$ cat config.mk
export PLATFORM = sky130hd
export DESIGN_NAME = gsvgl_ctrl
export DESIGN_NICKNAME = d
export VERILOG_FILES = /design/src/hdl/gsvgl_pkg.sv /design/src/hdl/gsvgl_ctrl.sv
export SDC_FILE = /design/constraint.sdc
export NUM_CORES = 1
export LEC_CHECK = 0
export BUFFER_PORTS_ARGS = -buffer_cell sky130_fd_sc_hd__clkbuf_2
export CAP_MARGIN = 20
export CORE_MARGIN = 2
export CORE_UTILIZATION = 49
export DETAILED_ROUTE_END_ITERATION = 8
export GPL_ROUTABILITY_DRIVEN = 0
export PLACE_DENSITY = 0.77
export SKIP_CTS_REPAIR_TIMING = 1
export SLEW_MARGIN = 10
export SYNTH_ARGS = -nofsm -noshare
export SYNTH_HDL_FRONTEND = slang
export SYNTH_SLANG_ARGS = --single-unit
$ cat constraint.sdc
create_clock -name clk -period 1.9 [get_ports clk]
set_input_delay 0.19 -clock clk [delete_from_list [all_inputs] [get_ports clk]]
set_output_delay 0.19 -clock clk [all_outputs]
set_load 0.1 [all_outputs]
$ cat src/hdl/gsvgl_pkg.sv
// types, constants and tables for the gaussian shell evaluator
package gsvgl_pkg;

  localparam int EXP_BITS = 25;
  localparam logic [24:0] CUTOFF_Q20 = 25'd28973226;
  localparam logic [63:0] ONE_Q62 = 64'h4000_0000_0000_0000;
  localparam logic [48:0] TERM_CAP = 49'h1_0000_0000_0000;
  localparam logic signed [49:0] SUM_MAX = 50'sd140737488355327;
  localparam logic signed [49:0] SUM_MIN = -50'sd140737488355328;

  typedef enum logic [2:0] {
    ST_IDLE, ST_GO, ST_WAIT, ST_FAR, ST_AR2, ST_EXP, ST_FIN
  } state_t;

  typedef enum logic [3:0] {
    OP_SQX, OP_SQY, OP_SQZ, OP_LIM, OP_AR2, OP_EXP,
    OP_VM, OP_GM, OP_TX, OP_TY, OP_TZ, OP_TL
  } op_t;

  typedef struct packed {
    logic load;
    logic mul_start;
    op_t  mul_op;
    logic far_upd;
    logic exp_next;
    logic emit;
  } cmd_t;

  typedef struct packed {
    logic mul_done;
    logic far_now;
    logic shell_far;
    logic ar2_skip;
    logic exp_bit;
    logic exp_end;
    logic last;
  } status_t;

  typedef logic [62:0] exp_ent_t;
  typedef exp_ent_t exp_tab_t [EXP_BITS];

  // exp(-2^k) for k = -20..4 in Q.62: taylor series, then squarings
  function automatic exp_tab_t build_exp_tab();
    exp_tab_t tab;
    logic [63:0] term;
    logic [63:0] tot;
    logic [127:0] sq;
    int sh;
    for (int i = 0; i <= 20; i++) begin
      sh = 20 - i;
      term = ONE_Q62;
      tot = ONE_Q62;
      for (int n = 1; n <= 30; n++) begin
        term = (term >> sh) / 64'(n);
        if (n[0]) begin
          tot = tot - term;
        end else begin
          tot = tot + term;
        end
      end
      tab[i] = tot[62:0];
    end
    for (int i = 21; i < EXP_BITS; i++) begin
      sq = {65'd0, tab[i-1]} * {65'd0, tab[i-1]};
      tab[i] = sq[124:62];
    end
    return tab;
  endfunction

  localparam exp_tab_t EXP_TAB = build_exp_tab();

  // signed 48-bit accumulate of a magnitude, saturating
  function automatic logic signed [47:0] sat_add(logic signed [47:0] acc,
                                                 logic [48:0] mag, logic neg);
    logic signed [49:0] a50;
    logic signed [49:0] m50;
    logic signed [49:0] r50;
    a50 = {{2{acc[47]}}, acc};
    m50 = {1'b0, mag};
    r50 = neg ? (a50 - m50) : (a50 + m50);
    if (r50 > SUM_MAX) begin
      return SUM_MAX[47:0];
    end else if (r50 < SUM_MIN) begin
      return SUM_MIN[47:0];
    end
    return r50[47:0];
  endfunction

endpackage

$ cat src/hdl/gsvgl_ctrl.sv
// controller: sequences one primitive through the shared multiplier
module gsvgl_ctrl (
  input  logic               clk,
  input  logic               rst_n,
  input  logic               in_valid,
  output logic               in_stall,
  output logic               out_valid,
  input  logic               out_stall,
  input  gsvgl_pkg::status_t status,
  output gsvgl_pkg::cmd_t    cmd
);
  import gsvgl_pkg::*;

  state_t state_r, state_nxt;
  op_t    op_r, op_nxt;
  logic   out_valid_r, out_valid_nxt;
  logic   out_free;

  assign out_free  = !out_valid_r || !out_stall;
  assign in_stall  = (state_r != ST_IDLE);
  assign out_valid = out_valid_r;

  always_comb begin
    state_nxt = state_r;
    op_nxt    = op_r;
    unique case (state_r)
      ST_IDLE: begin
        if (in_valid) begin
          op_nxt    = OP_SQX;
          state_nxt = ST_GO;
        end
      end
      ST_GO: state_nxt = ST_WAIT;
      ST_WAIT: begin
        if (status.mul_done) begin
          state_nxt = ST_GO;
          unique case (op_r)
            OP_SQX:  op_nxt = OP_SQY;
            OP_SQY:  op_nxt = OP_SQZ;
            OP_SQZ:  op_nxt = OP_LIM;
            OP_LIM:  state_nxt = ST_FAR;
            OP_AR2:  state_nxt = ST_AR2;
            OP_EXP:  state_nxt = ST_EXP;
            OP_VM:   op_nxt = OP_GM;
            OP_GM:   op_nxt = OP_TX;
            OP_TX:   op_nxt = OP_TY;
            OP_TY:   op_nxt = OP_TZ;
            OP_TZ:   op_nxt = OP_TL;
            default: state_nxt = ST_FIN;
          endcase
        end
      end
      ST_FAR: begin
        if (status.shell_far || status.far_now) begin
          state_nxt = ST_FIN;
        end else begin
          op_nxt    = OP_AR2;
          state_nxt = ST_GO;
        end
      end
      ST_AR2: state_nxt = status.ar2_skip ? ST_FIN : ST_EXP;
      ST_EXP: begin
        priority if (status.exp_end) begin
          op_nxt    = OP_VM;
          state_nxt = ST_GO;
        end else if (status.exp_bit) begin
          op_nxt    = OP_EXP;
          state_nxt = ST_GO;
        end
      end
      ST_FIN: begin
        if (!status.last || out_free) begin
          state_nxt = ST_IDLE;
        end
      end
      default: state_nxt = ST_IDLE;
    endcase
    out_valid_nxt = cmd.emit ? 1'b1 : (out_valid_r && out_stall);
  end

  always_comb begin
    cmd           = '0;
    cmd.mul_op    = op_r;
    unique case (state_r)
      ST_IDLE: cmd.load      = in_valid;
      ST_GO:   cmd.mul_start = 1'b1;
      ST_FAR:  cmd.far_upd   = 1'b1;
      ST_EXP:  cmd.exp_next  = !status.exp_end && !status.exp_bit;
      ST_FIN:  cmd.emit      = status.last && out_free;
      default: ;
    endcase
  end

  always_ff @(posedge clk) begin
    if (!rst_n) begin
      state_r     <= ST_IDLE;
      op_r        <= OP_SQX;
      out_valid_r <= 1'b0;
    end else begin
      state_r     <= state_nxt;
      op_r        <= op_nxt;
      out_valid_r <= out_valid_nxt;
    end
  end
endmodule

==> results of run 1 <==
power by group:
group	internal (uW)	leakage [uW]	total, uW	switching (uW)
Combinational	127	0.000342	397	270
Clock	73.0	0.0000138	144	70.5
Sequential	180	0.0000683	205	24.8
Total	380	0.000424	745	365
routing by layer:
metal,up-vias,global-route usage,routed length (um)
met4,0,0.1125,68
met5,-,0,0
met1,396,0.3031,852
met3,10,0.06466,138
li1,409,-,-
met2,42,0.3969,963
registers in the layout (all words and copies together) (netlist names):
register / flops
op_r: 4
out_valid: 1
state_r: 3
synth_stat cells (3+ instances only):
| master | instances | area (um^2) |
|---|---|---|
| nand2_1 | 9 | 33.78 |
| nor3_1 | 3 | 15.01 |
| nor2_1 | 9 | 33.78 |
| buf_2 | 3 | 15.01 |
| dfxtp_1 | 8 | 160.2 |
| inv_1 | 3 | 11.26 |
| a21oi_1 | 5 | 25.02 |
| o21ai_0 | 8 | 40.04 |
| nor2b_1 | 3 | 18.77 |
path summary, 6_finish.rpt:
check                           startpoint         to  slack, ns  depth (start not counted)
worst max-delay path            state_r[2]     cmd[1]       0.11                          5
worst min-delay path             out_stall  out_valid       0.20                          3
worst max register to register  state_r[0]    op_r[2]       0.13                          5
worst min register to register   out_valid  out_valid       0.52                          2
per-stage QoR:
stage,TNS [ns],power (uW),setup WS (ns),utilization,hold WS (ns)
2_1_floorplan,-0.5982,508.9,-0.5627,-,0.3499
3_3_place_gp,0,593.7,0.09218,0.6989,0.4728
3_5_place_dp,0,598.9,0.08519,0.6989,0.4810
4_1_cts,-0.07379,742.2,-0.07379,0.7158,0.2037
5_1_grt,0,781.4,0.03918,0.7214,0.2486
6_report,0,745.4,0.1068,0.7214,0.2040
critical path: stages (launching register included):
cell and delay (ns):
dfxtp_2 0.38, buf_4 0.17, nor2b_2 0.20, nand2_2 0.13, nor3_4 0.24, buf_12 0.21
cell families after synthesis:
kind of cell	share of synthesized area
AND/OR/NAND/NOR	0.3386
AO/OA/AOI/OAI	0.3281
buffers and inverters	0.06804
flip-flops	0.2234
multiplexers	0.02967
XOR/XNOR	0.01222
placed cells by master, fill, tap and decap left out, types with 3 or more instances in the layout:
cell type / count
nand2_1: 8
dfxtp_2: 4
inv_1: 3
a21oi_1: 4
o21ai_0: 8
nor2_1: 8
buf_4: 10
clkbuf_2: 16
clkbuf_4: 3
cell type report:
class	count	area (um^2)
Clock buffer	3	22.52
Inverter	3	11.26
Fill cell	116	371.6
Sequential cell	8	172.7
Timing Repair Buffer	28	195.2
Tap cell	15	18.77
Multi-Input combinational cell	78	541.8
==> metrics.cfg, run 1 <==
[detailed_routing]
routed_via_density=6.348
via_count=857
drt.antenna.violating_nets=0
dr.pass1.iters=4
drt-total-wl_um=2023
drt_iter0_drc=32
remaining_drc_errors=0
wl_per_cell_um=14.99

[logic_synthesis]
synth_flop_cell=dfxtp_1
syn_area_um2=716.9
synth_nets=107
syn_inst=96
async_flop_share=0
yosysSeqAreaShare=0.2234
avgSynthCellArea_um2=7.468
ys_ff_latch=8
ys_warn_count=0
synth_edf_count=0
yosysUniqueCellTypes=43

[die]
chipWidth_um=42.25
die-area_um2=1785
rows=13
start_util=0.5375
core_area_um2=1334
ioPinCount=22
die_y_um=42.25

[cells_and_area]
drive_gt1_frac=0.4000
diodes=0
area_growth_pct=34.21
final_area_um2=962.2
final_cells=135
final_nets=133

[global_routing]
gr-total-overflow=0
track_usage=0.2462
antenna_found_initial=0
grt_max_degree=11
grt_pass1_wl_um=3367
grt_pass1_vias=800

[placed_design]
dp_cells=132
placed_area_um2=932.1
dp_hpwl_um=1546
io_buffers=21

[setup_path]
start_kind=flip-flop
crit_required_ns=1.71
worstPathMaxFanout=8
critical_path_class=flip-flop to output port
end_kind=output port
arrival_ns=1.60

[timing]
setup-violations-final=0
period_needed_ns=1.793
rsz0062_at_grt=false
slew_headroom=0.6404
fin_skew_ns=0.01469
maxSlewViolCount=0
hold_viol_final=0
tightest_slew_ns=0.5417
min_period_over_period=0.9438
fmax_mhz=557.7

[cts]
path_clk_slew_ns=0.05
clk_latency_ns=0.27
clock_path_buffers=2
htree_levels=1
clkSinkCount=8
cts_tree=done
cts_buffers=3
clockRootBuffer=clkbuf_4

[pwr]
ir_drop_mv=0.5616
p_leak_uw=0.0004237
power_density_nw_per_um2=774.7

[job]
drv_cap=0

[worst_hold_path]
hold_class=input port to flip-flop

[status]
status=complete, no violations

Power figures use the tool's default switching activity.
==> run 2, diff against run 1 <==
- ABC_AREA: unset -> 1
- CORE_UTILIZATION: 49 -> 50
- PLACE_DENSITY: 0.77 -> 0.78
==> run 2 against run 1 <==
Compared with the run above: area after synthesis grew 4.0%; clock skew decreased by 0.011 ns; clock power shrank 8%; register-to-register slack gained 0.16 ns; die area rose by 1.8%; combinational power up 89%; non-clock buffer count shrank 7; largest power group unchanged; synthesized cell count up 25%.
==> metrics.cfg, run 2 <==
[die]
start_util=0.5524  ; +0.01484
ioPinCount=22  ; unchanged
die_y_um=42.62  ; +0.88%
core_area_um2=1350  ; +1.2%
rows=13  ; unchanged
chipWidth_um=42.62  ; +0.88%
die-area_um2=1816  ; +1.8%

[logic_synthesis]
synthTopCellsByArea=dfxtp_1, nand2_1, nor2_1
synth_most_common_cell=nand2_1
synth_commonest_cells=nand2_1, nor2_1, inv_1
yosysUniqueCellTypes=21  ; -51%
netlist.top_cell.by_area=dfxtp_1
synth_nets=131  ; +22%
ys_warn_count=0  ; unchanged
yosysSeqAreaShare=0.2148  ; -0.008621
ys_ff_latch=8  ; unchanged
syn_inst=120  ; +25%
synth_flop_cell=dfxtp_1
async_flop_share=0  ; unchanged
yosys.area.top_type_share=0.2148  ; -0.008621
syn_area_um2=745.7  ; +4.0%
synth_edf_count=0  ; unchanged
avgSynthCellArea_um2=6.214  ; -17%

[cells_and_area]
final_common_cell=nand2_1
final_cell_mix=nand2_1, clkbuf_2, nor2_1
largest_reg_flops=4  ; unchanged
diodes=0  ; unchanged
area_growth_pct=23.83
final_util=0.6840  ; -0.03742
drive_gt1_frac=0.3803  ; -0.01972
regMostFlops=op_r
final_nets=155  ; +17%
final_cells=157  ; +16%

[setup_path]
r2r-end=op_r[0]
critical_path_class=flip-flop to output port
arrival_ns=1.59  ; about the same
start_kind=flip-flop
crit_required_ns=1.71  ; about the same
r2r_cells=8  ; +3
regToRegStartpoint=state_r[2]
worstPathMaxFanout=10  ; +2
reg2reg_slack_ns=0.29  ; +0.16 ns
end_kind=output port

[timing]
fin_hold_ws_ns=0.1515  ; -0.05250 ns
setup-violations-final=0  ; unchanged
fin_skew_ns=0.003728  ; -0.01096 ns
min_period_over_period=0.9359  ; -0.007905
fmax_mhz=562.4  ; +0.84%
maxSlewViolCount=0  ; unchanged
fin_setup_tns_ns=0  ; unchanged
slew_headroom=0.6418  ; +0.001420
setup_slack_ns=0.1218  ; +0.01502 ns
hold_viol_final=0  ; unchanged
period_needed_ns=1.778  ; -0.01502 ns
tightest_slew_ns=0.5396  ; -0.002138 ns
rsz0062_at_grt=false

[cts]
cts_buffers=3  ; unchanged
clockRootBuffer=clkbuf_4
htree_levels=1  ; unchanged
cts_tree=done
path_clk_slew_ns=0.06  ; about the same
clkSinkCount=8  ; unchanged
clock_path_buffers=2  ; unchanged
clk_latency_ns=0.26  ; about the same

[worst_hold_path]
min_from=rst_n
hold_depth=3  ; unchanged
hold_class=input port to flip-flop
hold_end=op_r[1]

[pwr]
p_sw_frac=0.6100  ; +0.1202
p_leak_uw=0.0004507  ; +6.4%
p_switching_uw=700.5  ; +92%
p_seq_frac=0.232  ; -0.043
p_int_uw=447.8  ; +18%
ir_drop_mv=0.9448  ; +68%
power_density_nw_per_um2=1244  ; +61%
power_frac_clock=0.115  ; -0.078
p_comb_frac=0.653  ; +0.120

[global_routing]
grt_pass1_vias=737  ; -7.9%
grt_max_degree=11  ; unchanged
track_usage=0.2203  ; -0.02598
gr-total-overflow=0  ; unchanged
antenna_found_initial=0  ; unchanged
grt_pass1_wl_um=3001  ; -11%

[detailed_routing]
drt-total-wl_um=1768  ; -13%
dr.pass1.iters=4  ; unchanged
wl_per_cell_um=11.26  ; -25%
drt_iter0_drc=23  ; -28%
remaining_drc_errors=0  ; unchanged
drt.antenna.violating_nets=0  ; unchanged
via_count=803  ; -6.3%
routed_via_density=5.115  ; -19%

[placed_design]
dp_cells=154  ; +17%
place_ws_ns=0.2788  ; +0.1936 ns
io_buffers=21  ; unchanged
dp_hpwl_um=1463  ; -5.4%

[job]
drv_cap=0  ; unchanged

[status]
status=complete, no violations

run 2: cell count changes after synthesis, moves of 3 or more:
cell	change
nand4_1	+6
nor2_2	+6
buf_2	-3
nand2_1	+17
nor2_1	+9
inv_1	+13
nand2_2	+7
nand3_1	+8
nor3_1	-3
nor2b_1	-3
o21ai_0	-4
inv_2	+3
run 2: cells by family after synthesis:
logic type             after synthesis  share of synthesized area
AOI/OAI and AO/OA                   12                    0.09227
buffers and inverters               21                     0.1258
DFF                                  8                     0.2148
and+or+nand+nor                     79                     0.5671
run 2: worst max path at each step:
stage                from  slack (ns)       to
2_1_floorplan  state_r[0]       -0.12   cmd[8]
3_3_place_gp   state_r[2]        0.35  op_r[3]
3_5_place_dp   state_r[2]        0.28  op_r[0]
4_1_cts        state_r[2]        0.11   cmd[1]
5_1_grt        state_r[2]        0.04   cmd[0]
6_report       state_r[2]        0.12   cmd[1]
run 2: metal layers:
metal,global-route usage,wire [um],vias up
met5,0,0,-
met4,0.1500,57,0
met3,0.02155,125,7
met2,0.3424,781,38
met1,0.2820,803,331
li1,-,-,427
run 2: worst max-delay path: stages (launching register included):
cell	delay, ns
dfxtp_1	0.65
nand3_2	0.24
nor2_4	0.24
buf_12	0.20
run 2: cell type report:
cell class,count,area (um^2)
sequential,8,165.2
fill,102,426.7
timing repair buffer,21,137.6
inverter,19,71.32
clock buffer,3,22.52
tap,15,18.77
multi-input combinational,91,508.0
run 2: power by group through the flow:
stage          sequential [uW]  clock, uW  combinational [uW]
2_1_floorplan              401          0                 506
3_3_place_gp               265          0                 737
3_5_place_dp               267          0                 748
4_1_cts                    264        139                 750
5_1_grt                    271        145                 805
6_report                   266        132                 750
run 2: per-stage QoR:
stage | cell area (um^2) | total power, uW
5_1_grt | 923.4 | 1221
3_3_place_gp | 900.9 | 1002
6_report | 923.4 | 1148
2_1_floorplan | 767.0 | 906.5
3_5_place_dp | 900.9 | 1016
4_1_cts | 923.4 | 1153
